`src/rtl/apm_pkg.sv`:
```
package apm_pkg;

  localparam int SAMPLE_BITS_DEF    = 24;
  localparam int BUFFER_MAX_DEF     = 4096;
  localparam int LOG_TABLE_BITS_DEF = 6;

  localparam int FRAC_BITS   = 20;
  localparam int LEVEL_BITS  = 21;
  localparam int QUEUE_DEPTH = 4;
  localparam int SCALE_BITS  = 17;

  localparam logic [LEVEL_BITS-1:0] ONE_Q20      = 21'd1048576;
  localparam logic [LEVEL_BITS-1:0] DECAY_RESET  = 21'd73;
  localparam logic [SCALE_BITS-1:0] LOG10_2_DIV3 = 17'd105218;

  // Q20 log2 of 1 + idx / 2^tab_bits, by repeated squaring; constant arguments only.
  function automatic logic [FRAC_BITS-1:0] frac_log2(input int idx, input int tab_bits);
    logic [63:0] z;
    logic [FRAC_BITS-1:0] r;
    z = (64'd1 << tab_bits) + 64'(idx);
    z = z << (30 - tab_bits);
    r = '0;
    for (int k = 0; k < FRAC_BITS; k++) begin
      z = (z * z) >> 30;
      r = {r[FRAC_BITS-2:0], 1'b0};
      if (z >= (64'd2 << 30)) begin
        r[0] = 1'b1;
        z = z >> 1;
      end
    end
    return r;
  endfunction

endpackage

```
`src/rtl/apm_queue.sv`:
```
module apm_queue import apm_pkg::*; #(
  parameter int WIDTH = 8,
  parameter int DEPTH = QUEUE_DEPTH
) (
  input  logic             clk,
  input  logic             rst,
  input  logic             push,
  input  logic [WIDTH-1:0] push_data,
  output logic             full,
  input  logic             pop,
  output logic [WIDTH-1:0] pop_data,
  output logic             empty
);

  localparam int PTR_W = (DEPTH > 1) ? $clog2(DEPTH) : 1;
  localparam int CNT_W = $clog2(DEPTH + 1);

  logic [WIDTH-1:0] mem [DEPTH];
  logic [PTR_W-1:0] wr_ptr;
  logic [PTR_W-1:0] rd_ptr;
  logic [CNT_W-1:0] count;
  logic             do_push;
  logic             do_pop;

  assign full     = (count == CNT_W'(DEPTH));
  assign empty    = (count == '0);
  assign do_push  = push && !full;
  assign do_pop   = pop && !empty;
  assign pop_data = mem[rd_ptr];

  always_ff @(posedge clk) begin
    if (rst) begin
      wr_ptr <= '0;
      rd_ptr <= '0;
      count  <= '0;
    end else begin
      if (do_push) begin
        wr_ptr <= (wr_ptr == PTR_W'(DEPTH - 1)) ? '0 : wr_ptr + 1'b1;
      end
      if (do_pop) begin
        rd_ptr <= (rd_ptr == PTR_W'(DEPTH - 1)) ? '0 : rd_ptr + 1'b1;
      end
      if (do_push && !do_pop) begin
        count <= count + 1'b1;
      end else if (do_pop && !do_push) begin
        count <= count - 1'b1;
      end
    end
  end

  always_ff @(posedge clk) begin
    if (do_push) begin
      mem[wr_ptr] <= push_data;
    end
  end

endmodule

```
`config.mk`:
```
export PLATFORM = sky130hd
export DESIGN_NAME = apm_queue
export DESIGN_NICKNAME = d
export VERILOG_FILES = /design/src/rtl/apm_pkg.sv /design/src/rtl/apm_queue.sv
export SDC_FILE = /design/constraint.sdc
export NUM_CORES = 1
export LEC_CHECK = 0
export BUFFER_PORTS_ARGS = -buffer_cell sky130_fd_sc_hd__buf_4
export CAP_MARGIN = 20
export CORE_UTILIZATION = 50
export DETAILED_ROUTE_END_ITERATION = 10
export HOLD_SLACK_MARGIN = 0.12
export PLACE_DENSITY = 0.71
export SYNTH_ARGS = -nofsm -noshare
export SYNTH_HDL_FRONTEND = slang
export SYNTH_SLANG_ARGS = --single-unit
export TNS_END_PERCENT = 50
```
`constraint.sdc`:
```
create_clock -name clk -period 4.63 [get_ports clk]
set_input_delay 0.926 -clock clk [delete_from_list [all_inputs] [get_ports clk]]
set_output_delay 0.926 -clock clk [all_outputs]
set_load 0.05 [all_outputs]
```
Word level (Yosys, flattened, before mapping)
Memory sizes are Yosys's and may differ from the RTL's. A register that Yosys moved wholly into a read port is not among the register bits.
Index checks and enable logic that the tools add are counted.

storage, ports and cells
  register bits after elaboration = 7
  latch bits = 0
  RAM bits = 32
  memory bits (read-only) = 0
  input bits = 12
  output and inout bits = 10
  memories kept = 1

memory list
  name  depth  width  rd ports  clocked after memory_dff  write ports  line             source
  mem   4      8      1         1                         1            apm_queue.sv:18  logic [WIDTH-1:0] mem [DEPTH];

operators by class
  $add $sub $neg = 4
  $mul = 0
  div/mod/pow operators = 0
  magnitude comparators = 0
  equal/unequal tests = 3
  shift-type cells = 0
  muxes and demuxes = 8
  bitwise gates (word level) = 0
  reduce and logical (&&, ||, !) cells = 10

operator list
  operator                                                             count
  2-bit two-way mux                                                    4
  3-bit two-way mux                                                    2
  2-bit by 1-bit adder with 2-bit output (second input constant)       2
  2-bit equality test (second input constant)                          2
  1-bit logical AND                                                    4
  1-bit zero test                                                      4
  3-bit by 1-bit adder with 3-bit output (second input constant)       1
  3-bit equality test (second input constant)                          1
  3-bit zero test                                                      1
  3-bit by 1-bit subtractor with 3-bit output (second input constant)  1
  1-bit two-way mux                                                    2
  2-bit nonzero test                                                   1

Longest topological paths before layout
  depth after elaboration = 7
  gate-level depth with buffers = 10
  gate-level depth less buffers = 9

Worst setup path after synthesis
No wires, ideal clock.

  kind = input to register
  start = in push
  end = reg count[2]
  setup time = 0.070 ns
  arrival time = 2.359 ns
  required time = 4.560 ns
  path slack = 2.201 ns
  stages on the path = 8
  buffers on the path = 0
  cells stage by stage = inv_1 -> nor2_2 -> ha_1 -> inv_1 -> fa_1 -> xor2_1 -> or3_2 -> a21oi_1

on the way
  cells in the longest elaborated chain, start to end = 4

RTL lines
  item                                 line             source
  from (decl)                          apm_queue.sv:7   input logic push,
  1-bit logical AND (*)                apm_queue.sv:27  assign do_push = push && !full;
  via do_push                          apm_queue.sv:22  logic do_push;
  1-bit zero test                      apm_queue.sv:45  end else if (do_pop && !do_push) begin
  1-bit logical AND                    apm_queue.sv:45
  2-bit nonzero test (no source line)  --
  to (signal assigned)                 apm_queue.sv:44  count <= count + 1'b1;
  to (signal assigned)                 apm_queue.sv:46  count <= count - 1'b1;
  to (decl)                            apm_queue.sv:21  logic [CNT_W-1:0] count;

Mark *: on every way through the listed nets, which the timed path passes. The rest lies on a longest branch.
A chain may end at the register's enable or synchronous reset.

==> summary.md <==
| Metric | Value |
|---|---|
| Status | finished, final reports clean |
| Input/output buffers | 21 |
| CTS Buf Count | 5 |
| CP required | 3.70 ns |
| Cts hold-fix bufs | 0 |
| F_max | 366 MHz |
| Num rows | 20 |
| Hold Violations, Final | 0 |
| Vias in the first global route | 776 |
| Clk slew on worst S/H paths | 0.10 ns |
| Clock buffer depth | 2 |
| Main combinational cell family by area after synthesis | multiplexers |
| WL final | 2.37 mm |
| Initial antenna violation count | 0 |
| Hold Path Class | register to register |
| GRT Total Usage | 0.158 |
| Worst Tran Pin Value | 0.557 ns |
| Crit Path Class | register to output port |
| CTS tree | built |
| Number of antenna diodes | 0 |
| Syn_area_per_cell | 17.9 um2 |
| Share of power burned in registers | 0.485 |
| IR drop worst, VDD | 0.304 mV |
| Worst path arrival time | 1.81 ns |
| Int Pwr | 0.651 mW |
| PwrDens | 540 nW/um2 |
| Total grt overflow | 0 |
| Largest net degree at the start of global routing | 13 |
| Remaining DRCs | 0 |
| Hold Path Sink | rd_ptr[0]$_SDFFE_PP0P_ |
| DRT antenna net count | 0 |
| Wire per inst | 14.7 um |
| Number of clock sinks | 41 |
| Initial core utilization | 0.535 |
| Combinational fraction of design power | 0.357 |
| Final Critical Period | 2.73 ns |
| Final setup fails | 0 |
| Synthesized area | 1650 um2 |
| Post-synthesis mux area share | 0.122 |
| Max cap viols | 0 |
| Simple-Gate Fraction of Synth Area | 0.0570 |
| I/O pins | 22 |
| Synth Area in Compound Gates | 0.0304 |
| Clk_lat worst skew | 0.34 ns |
| Post-DP HPWL | 1.67 mm |
| Cells after DPL | 153 |
| R2R setup slack | 2.29 ns |
| Yosys warns | 0 |
| #FFs+latches synth | 41 |
| Critical-path cell list | mux4_2 -> buf_4 |
| Switching Share | 0.360 |
| # Post-CTS Setup Buffers | 0 |
| Drt via density | 5.27 |
| P&R area growth vs syn | 14.4% |
| Period utilization | 0.591 |
| Vias | 848 |
| XOR/XNOR share of the synthesized area | 0.0106 |
| Worst Clk Skew | 0.00877 ns |
| Syn Inst Count | 92 |
| H-tree levels | 2 |
| Crit. End Element | output port |
| Worst hold path depth | 2 |
| Clock Power Share | 0.158 |
| Synth Area in Adders | 0.0578 |
| Die area | 3520 um2 |
| RePlAce Congestion | 0.699 |
| CP Max Fanout | 8 |
| Library cells used by synthesis | 26 |
| Filler cells | 241 |
| Worst Reg-to-Reg Cells | 9 |
| Die Y | 59.4 um |
| Lkg Pwr | 0.690 nW |
| Drt pass-1 iters | 2 |
| Psw | 0.366 mW |
| Reg2Reg Launch Point | count[0]$_SDFFE_PP0P_ |
| Setup tns final | 0 ns |
| Nets@finish | 135 |
| Worst reg2reg endpoint | count[2]$_SDFFE_PP0P_ |
| RSZ-0062 raised after global routing | false |
| Min-delay src | rd_ptr[0]$_SDFFE_PP0P_ |
| Clock root cell | clkbuf_4 |
| Max-slew headroom | 0.628 |
| Final count of pins violating max slew | 0 |
| Worst setup SP type | register |
| First DRT Iteration DRCs | 22 |
| Critical Path Max Stage Delay | 0.69 ns |
| Hold Worst Slack | 0.504 ns |
| Core area | 3080 um2 |
| Resize count post-CTS | 0 |
| Finished Layout Cells | 161 |
| Sequential area share after synthesis | 0.694 |
| Share of cells above drive strength 1 | 0.368 |
| CP max stage cell | dfxtp_1 |
| Synthesized net count | 111 |
| Die width | 59.4 um |
| Global-route wire length before repair | 3.65 mm |
-- cells in the final DEF, fill, tap and decap left out, types with 2 or more instances in the layout --
cell type  count
a21oi_1        3
and3_2         4
buf_4         21
clkbuf_1       2
clkbuf_4       5
dfxtp_1        9
edfxtp_1      32
ha_1           6
inv_1          4
mux2i_1        2
mux4_2         8
nand3_1        2
nor2_1         3
nor3_1         2
o31ai_2        2
xor2_1         2
-- cells by family after synthesis --
kind of cell | Yosys count
AO/OA/AOI/OAI | 7
XOR/XNOR | 2
adder cells (fa/ha/maj) | 7
buffers and inverters | 9
flip-flops | 41
multiplexers | 10
AND/OR/NAND/NOR | 16
-- area by class of cell --
cell class,count,area [um2],area share
clock inverters,1,3.75,0.00199
clock buffers,7,45.0,0.0239
well taps,44,55.1,0.0292
repair buffers,21,158,0.0837
flip-flops and latches,41,1140,0.606
inverters,5,23.8,0.0126
multi-input cells,42,457,0.243
-- per-stage QoR --
stage | power, mW | util | area [um2] | setup slack (ns)
2_1_floorplan | 0.778 | - | 1650 | 2.20
3_3_place_gp | 0.864 | 0.596 | 1830 | 2.05
3_5_place_dp | 0.869 | 0.596 | 1830 | 2.00
4_1_cts | 1.03 | 0.612 | 1880 | 1.83
5_1_grt | 1.07 | 0.612 | 1880 | 1.77
6_report | 1.02 | 0.612 | 1880 | 1.90
-- power groups by stage --
stage                     Combinational, mW  Sequential (mW)  Clock, mW
after global placement                0.363            0.501          0
after CTS                             0.367            0.495      0.169
after detailed placement              0.366            0.503          0
final                                 0.363            0.493      0.160
after floorplan                       0.302            0.477          0
after global routing                  0.386            0.503      0.182
-- per-layer routing --
| metal | global-route usage | part of all wire | up-vias |
|---|---|---|---|
| met5 | 0 | 0 | - |
| met4 | 0.0986 | 0.026 | 0 |
| met2 | 0.249 | 0.52 | 18 |
| li1 | - | - | 401 |
| met1 | 0.174 | 0.42 | 423 |
| met3 | 0.0721 | 0.039 | 6 |
-- registers in the layout, summed over array words and instances, names as in the netlist, named ones only --
name / count
count: 3
wr_ptr: 2
rd_ptr: 2
mem: 32
-- worst max path at each step --
stage | to
after detailed placement | count[2]$_SDFFE_PP0P_
final | pop_data[5]
after floorplan | count[2]$_SDFFE_PP0P_
after global placement | count[2]$_SDFFE_PP0P_
after global routing | pop_data[5]
after CTS | pop_data[5]
-- Yosys cell counts --
| library cell | instances | share of area |
|---|---|---|
| edfxtp_1 | 32 | 0.58 |
| dfxtp_1 | 9 | 0.11 |
| mux4_2 | 8 | 0.11 |
| ha_1 | 6 | 0.046 |
| and3_2 | 4 | 0.018 |
| inv_1 | 4 | 0.0091 |
| a21oi_1 | 3 | 0.0091 |
| nor2_1 | 3 | 0.0068 |
| mux2i_1 | 2 | 0.012 |
| nand3_1 | 2 | 0.0061 |
| nor3_1 | 2 | 0.0061 |
| o31ai_2 | 2 | 0.015 |
| xor2_1 | 2 | 0.011 |
| buf_1 | 1 | 0.0023 |
| buf_2 | 1 | 0.0030 |
| buf_6 | 1 | 0.0068 |
| clkbuf_1 | 1 | 0.0023 |
| clkinv_4 | 1 | 0.0053 |
| fa_1 | 1 | 0.012 |
| nand2_1 | 1 | 0.0023 |
| nor2_2 | 1 | 0.0038 |
| o21ai_0 | 1 | 0.0030 |
| o21ai_1 | 1 | 0.0030 |
| or3_1 | 1 | 0.0038 |
| or3_2 | 1 | 0.0046 |
| or3b_1 | 1 | 0.0053 |
-- critical path: cells and delay by family (launching register included) --
family | cells | cell delay (ns)
buf+inv | 1 | 0.20
flops | 1 | 0.69
mux | 1 | 0.58
(Power assumes the default switching activity.)
