### src/rtl/apm_pkg.sv
package apm_pkg;

  localparam int SAMPLE_BITS_DEF    = 24;
  localparam int BUFFER_MAX_DEF     = 4096;
  localparam int LOG_TABLE_BITS_DEF = 6;

  localparam int FRAC_BITS   = 20;
  localparam int LEVEL_BITS  = 21;
  localparam int QUEUE_DEPTH = 4;
  localparam int SCALE_BITS  = 17;

  localparam logic [LEVEL_BITS-1:0] ONE_Q20      = 21'd1048576;
  localparam logic [LEVEL_BITS-1:0] DECAY_RESET  = 21'd73;
  localparam logic [SCALE_BITS-1:0] LOG10_2_DIV3 = 17'd105218;

  // Q20 log2 of 1 + idx / 2^tab_bits, by repeated squaring; constant arguments only.
  function automatic logic [FRAC_BITS-1:0] frac_log2(input int idx, input int tab_bits);
    logic [63:0] z;
    logic [FRAC_BITS-1:0] r;
    z = (64'd1 << tab_bits) + 64'(idx);
    z = z << (30 - tab_bits);
    r = '0;
    for (int k = 0; k < FRAC_BITS; k++) begin
      z = (z * z) >> 30;
      r = {r[FRAC_BITS-2:0], 1'b0};
      if (z >= (64'd2 << 30)) begin
        r[0] = 1'b1;
        z = z >> 1;
      end
    end
    return r;
  endfunction

endpackage

### src/rtl/apm_if.sv
interface apm_sample_if import apm_pkg::*; #(
  parameter int SAMPLE_BITS = SAMPLE_BITS_DEF
);
  logic                          valid;
  logic                          ready;
  logic signed [SAMPLE_BITS-1:0] sample;
  logic                          last;

  modport source (output valid, sample, last, input ready);
  modport sink (input valid, sample, last, output ready);
endinterface


### src/rtl/apm_front.sv
module apm_front import apm_pkg::*; #(
  parameter int SAMPLE_BITS = SAMPLE_BITS_DEF,
  parameter int BUFFER_MAX  = BUFFER_MAX_DEF,
  parameter int PEAK_W      = SAMPLE_BITS - 1,
  parameter int CNT_W       = $clog2(BUFFER_MAX + 1)
) (
  input  logic                    clk,
  input  logic                    rst,
  apm_sample_if.sink              samples,
  output logic                    push,
  output logic [PEAK_W+CNT_W-1:0] push_data,
  input  logic                    full
);

  logic [SAMPLE_BITS-1:0] raw;
  logic [SAMPLE_BITS-1:0] neg;
  logic [PEAK_W-1:0]      mag;
  logic [PEAK_W-1:0]      peak;
  logic [PEAK_W-1:0]      peak_next;
  logic [CNT_W-1:0]       count;
  logic [CNT_W-1:0]       count_next;
  logic                   xfer;

  assign samples.ready = !full;
  assign xfer          = samples.valid && samples.ready;

  always_comb begin
    raw = samples.sample;
    neg = ~raw + SAMPLE_BITS'(1);
    if (raw[SAMPLE_BITS-1]) begin
      mag = neg[SAMPLE_BITS-1] ? '1 : neg[PEAK_W-1:0];
    end else begin
      mag = raw[PEAK_W-1:0];
    end
    peak_next  = (mag > peak) ? mag : peak;
    count_next = (count < CNT_W'(BUFFER_MAX)) ? count + 1'b1 : count;
  end

  assign push      = xfer && samples.last;
  assign push_data = {peak_next, count_next};

  always_ff @(posedge clk) begin
    if (rst) begin
      peak  <= '0;
      count <= '0;
    end else if (xfer) begin
      if (samples.last) begin
        peak  <= '0;
        count <= '0;
      end else begin
        peak  <= peak_next;
        count <= count_next;
      end
    end
  end

endmodule

### src/flat_wrapper.sv
// flat-port wrapper written by rule: the top's interface ports become plain ports
module apm_front_flat import apm_pkg::*;
#(
  parameter int SAMPLE_BITS = SAMPLE_BITS_DEF,
  parameter int BUFFER_MAX  = BUFFER_MAX_DEF,
  parameter int PEAK_W      = SAMPLE_BITS - 1,
  parameter int CNT_W       = $clog2(BUFFER_MAX + 1)
)
  (clk, rst, push, push_data, full, samples_valid, samples_sample, samples_last, samples_ready);
  apm_sample_if #(.SAMPLE_BITS(SAMPLE_BITS)) samples_i ();
  input  logic clk;
  input  logic rst;
  output logic push;
  output logic [PEAK_W+CNT_W-1:0] push_data;
  input  logic full;
  input wire logic [$bits(samples_i.valid)-1:0] samples_valid;
  input wire logic [$bits(samples_i.sample)-1:0] samples_sample;
  input wire logic [$bits(samples_i.last)-1:0] samples_last;
  output wire logic [$bits(samples_i.ready)-1:0] samples_ready;
  assign samples_i.valid = samples_valid;
  assign samples_i.sample = samples_sample;
  assign samples_i.last = samples_last;
  assign samples_ready = samples_i.ready;
  apm_front #(.SAMPLE_BITS(SAMPLE_BITS), .BUFFER_MAX(BUFFER_MAX), .PEAK_W(PEAK_W), .CNT_W(CNT_W)) u_core (.clk(clk), .rst(rst), .samples(samples_i), .push(push), .push_data(push_data), .full(full));
endmodule
### config.mk
export PLATFORM = sky130hd
export DESIGN_NAME = apm_front_flat
export DESIGN_NICKNAME = d
export VERILOG_FILES = /design/src/rtl/apm_pkg.sv /design/src/rtl/apm_if.sv /design/src/rtl/apm_front.sv /design/src/flat_wrapper.sv
export SDC_FILE = /design/constraint.sdc
export NUM_CORES = 1
export LEC_CHECK = 0
export BUFFER_PORTS_ARGS = -buffer_cell sky130_fd_sc_hd__buf_2
export CORE_UTILIZATION = 35
export CTS_CLUSTER_SIZE = 24
export DETAILED_ROUTE_END_ITERATION = 6
export PLACE_DENSITY = 0.51
export REMOVE_ABC_BUFFERS = 1
export SLEW_MARGIN = 15
export SYNTH_ARGS = -nofsm -noshare
export SYNTH_HDL_FRONTEND = slang
export SYNTH_SLANG_ARGS = --single-unit
### constraint.sdc
create_clock -name clk -period 9.5 [get_ports clk]
set_input_delay 1.425 -clock clk [delete_from_list [all_inputs] [get_ports clk]]
set_output_delay 1.425 -clock clk [all_outputs]
set_load 0.02 [all_outputs]
; ---- Yosys cells after proc, flatten, opt, wreduce, memory -nomap -nowiden
; Index checks and enable logic that the tools add are counted.
[totals]
ff_bits = 36
input_bits = 29
elab_cells = 16
out_inout_bits = 38
[op_classes]
n_mux = 6
bitwise = 1
add_sub_neg = 2
order_cmp = 2
reduce_logical = 3
[ops]
columns = op, count
row1 = $mux W23, 4
row2 = $mux W13, 2
row3 = $add A24 B1 Y24 const B, 1
row4 = $not A24 Y24, 1
row5 = $gt A23 B23 Y1, 1
row6 = $add A13 B1 Y13 const B, 1
row7 = $lt A13 B13 Y1 const B, 1
row8 = $logic_and A1 B1 Y1, 2
row9 = $logic_not A1 Y1, 1

; ---- Longest topological paths before layout
[depth]
depth_word = 7
mapped_depth = 16
depth_no_buf = 14

; ---- Worst setup path after synthesis
; No wires, ideal clock.
[synth_timing]
path_kind = in2out
start = in samples_sample[1]
end = out push_data[17]
cell_stages = 14
required_time_ns = 8.075
path_buffers = 1
arrival_ns = 4.737
path_slack_ns = 3.338
path_cell_list = inv_1 ha_1 nor4b_4 nand4_2 or3b_1 o21a_1 o21a_1 ha_1 nand4_2 nor4_2 o31ai_1 a41oi_4 buf_2 mux2_1
[synth_via]
elab_chain_len = 6
[synth_lines]
columns = element, line_no
row1 = "start, declared", flat_wrapper.sv:17  ; input wire logic [$bits(samples_i.sample)-1:0] samples_sample;
row2 = $not A24 Y24, apm_front.sv:29  ; neg = ~raw + SAMPLE_BITS'(1);
row3 = $add A24 B1 Y24, apm_front.sv:29
row4 = $mux W23, apm_front.sv:31  ; mag = neg[SAMPLE_BITS-1] ? '1 : neg[PEAK_W-1:0];
row5 = $mux W23 (*), apm_front.sv:30  ; if (raw[SAMPLE_BITS-1]) begin
row6 = $gt A23 B23 Y1, apm_front.sv:35  ; peak_next = (mag > peak) ? mag : peak;
row7 = $mux W23 (*), apm_front.sv:35
row8 = "end, declared", flat_wrapper.sv:14  ; output logic [PEAK_W+CNT_W-1:0] push_data;
; Every way passes the cells marked *; elsewhere a longest branch is shown, timed or not.

; ---- Worst setup path after layout
[layout_timing]
start = in samples_sample[1]
end = out push_data[31]
; The elaborated chain is that of the path after synthesis.

==> results by group <==
Die
  – Top Ports: 67
  – Core Box Area: 8810 µm²
  – Row count: 34
  – Initial core utilization: 36.5%
  – Die area: 9560 µm²
  – Die Ht: 97.8 µm
  – Die X-Extent: 97.8 µm

Synth
  – Seq/Total Area, Yosys: 22.4%
  – Mux contribution to synthesized area: 8.77%
  – Synthesized cell area: 3210 µm²
  – Ys async rst share: 0%
  – Top FF cell, synth: dfxtp_1
  – Synth Instances: 382
  – Main combinational cell family by area after synthesis: compound AO/OA/AOI/OAI gates
  – Post-synth cell types: 59
  – Simple-Gate Fraction of Synth Area: 21.7%
  – Adder-cell area share of the yosys netlist: 9.74%
  – Syn avg cell area: 8.40 µm²
  – Post-synth EDFFs: 0
  – YS warnings: 0
  – Complex-gate fraction of the synthesized area: 26.9%
  – Area share of xor/xnor cells in the synthesized design: 3.00%
  – Post-synthesis sequential element count: 36

Clock tree
  – Root buf cell: clkbuf_8
  – TritonCTS Sinks: 36
  – Post-CTS Setup Inserts: 0
  – Clk_lat worst skew: 0.28 ns
  – Post-CTS resize count: 0
  – TritonCTS clock tree: done
  – Clk slew on worst S/H paths: 0.08 ns
  – CTS Hold Bufs: 0
  – TritonCTS Buffers: 5
  – Max Root-Sink Buffers: 2
  – # H-tree levels: 2

Timing
  – Min Clock Period, post-route: 7.17 ns
  – Setup TNS: 0 ns
  – Fin. Hold Viols: 0
  – Worst slew pin tran: 1.08 ns
  – Crit share post-route: 75.5%
  – Worst relative slew slack: 27.9%
  – WHS: 0.519 ns
  – Final Setup Violations: 0
  – Fmax achieved: 140 MHz
  – Final Skew: 0.00686 ns
  – Unrepaired setup endpoints after global routing: no
  – Fin. max-slew vios: 0

Route
  – Avg WL per Cell: 15.8 µm
  – Total wire length: 8.67 mm
  – Drt pass-1 iters: 6
  – Vias: 3082
  – Vias per cell: 5.63
  – DRC errors left: 12
  – Initial drt markers: 133
  – Detail Route Antenna Nets: 0

Layout
  – Area growth, synth to finish: 14.3%
  – Layout net count: 492
  – Share of cells above drive strength 1: 27.3%
  – Most common cell after layout, fill and taps aside: buf_2
  – ANT cells: 0
  – Most frequent cells in the layout: buf_2 (66), dfxtp_1 (36), inv_1 (33), nor2_1 (33), o21ai_0 (28)
  – Fill cell count: 903
  – Post-layout util: 41.7%

Setup path
  – Setup CP Type: in -> out
  – CP max stage cell: a41oi_4
  – Startpoint types: input port
  – Largest stage delay, worst path: 0.89 ns
  – Crit end category: primary output
  – CP cell instances: buf_2 -> inv_1 -> ha_1 -> nor4b_4 -> nand4_2 -> or3b_1 -> o21a_1 -> o21a_1 -> ha_1 -> nand4_2 -> nor4_2 -> o31ai_1 -> a41oi_4 -> mux2_2 -> buf_2
  – Required time worst endpoint: 8.08 ns
  – Critical Path Fanout Max: 26
  – CP Data Arrival Time: 5.74 ns

Global route
  – Initial antenna violation count: 0
  – First-pass GRT wire length: 14.1 mm
  – Largest net degree at the start of global routing: 35
  – Vias in the first global route: 2923
  – GRT overflow: 0
  – Global-route usage over all layers: 18.0%

Run
  – Total of max-cap violations: 0

Outcome
  – Status: finished, violations left
  – Failing checks: design-rule violations

Pwr
  – Leakage: 1.47 nW
  – Maximum VDD drop: 0.0000579 V
  – Total power: 423 µW
  – Power density over cell area: 115 nW/µm²

Placed design
  – Detailed Place HPWL: 6.45 mm
  – GPL Wtd Cong: 0.803
  – IO Port Bufs: 66

Min path
  – Hold Crit Class: reg -> reg
-- registers in the layout, summed over array words and instances, names as in the netlist --
register	flops
u_core.peak	23
u_core.count	13
-- power breakdown --
group          internal [mW]  switching (mW)  leakage (nW)
Combinational         0.0497          0.0815          1.12
Sequential             0.154         0.00230         0.291
Clock                 0.0780          0.0577        0.0552
Total                  0.282           0.141          1.47
-- cell families after synthesis --
kind of cell | Yosys count
flops | 36
xor+xnor | 11
fa+ha+maj | 25
buf+inv | 50
mux | 24
compound gates | 122
simple gates | 114
-- through the flow --
step	instances	area, µm²	setup slack (ns)
final	547	3670	2.33
after global routing	547	3670	2.05
after CTS	547	3670	2.27
after detailed placement	539	3560	2.31
after global placement	539	3560	2.37
after floorplan	365	3100	3.27
-- layer usage --
metal	track usage [%]	share of wire [%]	wire (µm)
met2	30.6	46	4010
met5	0	0	0
met1	24.0	48	4200
met3	2.58	3.9	340
met4	4.55	1.3	109
-- final cells by class --
| type | instances | area, µm² | area share (%) |
|---|---|---|---|
| multi-input cells | 296 | 2250 | 61.4 |
| flip-flops and latches | 36 | 721 | 19.6 |
| repair buffers | 66 | 330 | 9.00 |
| well taps | 108 | 135 | 3.68 |
| inverters | 33 | 124 | 3.38 |
| clock buffers | 6 | 72.6 | 1.98 |
| clock inverters | 2 | 35.0 | 0.955 |
-- final timing paths --
path                      from               to  slack (ns)  depth (start not counted)
max          samples_sample[1]    push_data[31]        2.33                         15
min            u_core.count[9]  u_core.count[9]        0.52                          2
max reg2reg    u_core.peak[22]   u_core.peak[9]        5.94                          8
min reg2reg    u_core.count[9]  u_core.count[9]        0.52                          2
-- synthesized netlist by cell type (7+ instances only) --
library cell	count	area share [%]
nand2_1	16	1.9
xnor2_1	7	1.9
a22oi_1	9	2.1
o21ai_0	28	4.4
o21ai_1	13	2.0
a32o_1	23	7.2
nand3_1	9	1.4
mux2_2	22	7.7
a21oi_1	21	3.3
nor2_1	33	3.9
dfxtp_1	36	22
ha_1	25	9.7
nand4_1	7	1.4
inv_1	33	3.9
-- worst max-delay path, delay by kind of cell --
| kind | cells | cell delay [ns] |
|---|---|---|
| AOI/OAI and AO/OA | 4 | 1.43 |
| adders and majority gates | 2 | 0.56 |
| buffers and inverters | 3 | 0.36 |
| muxes | 1 | 0.44 |
| and+or+nand+nor | 5 | 1.53 |
Note: power is estimated with default switching activity, not from simulation.
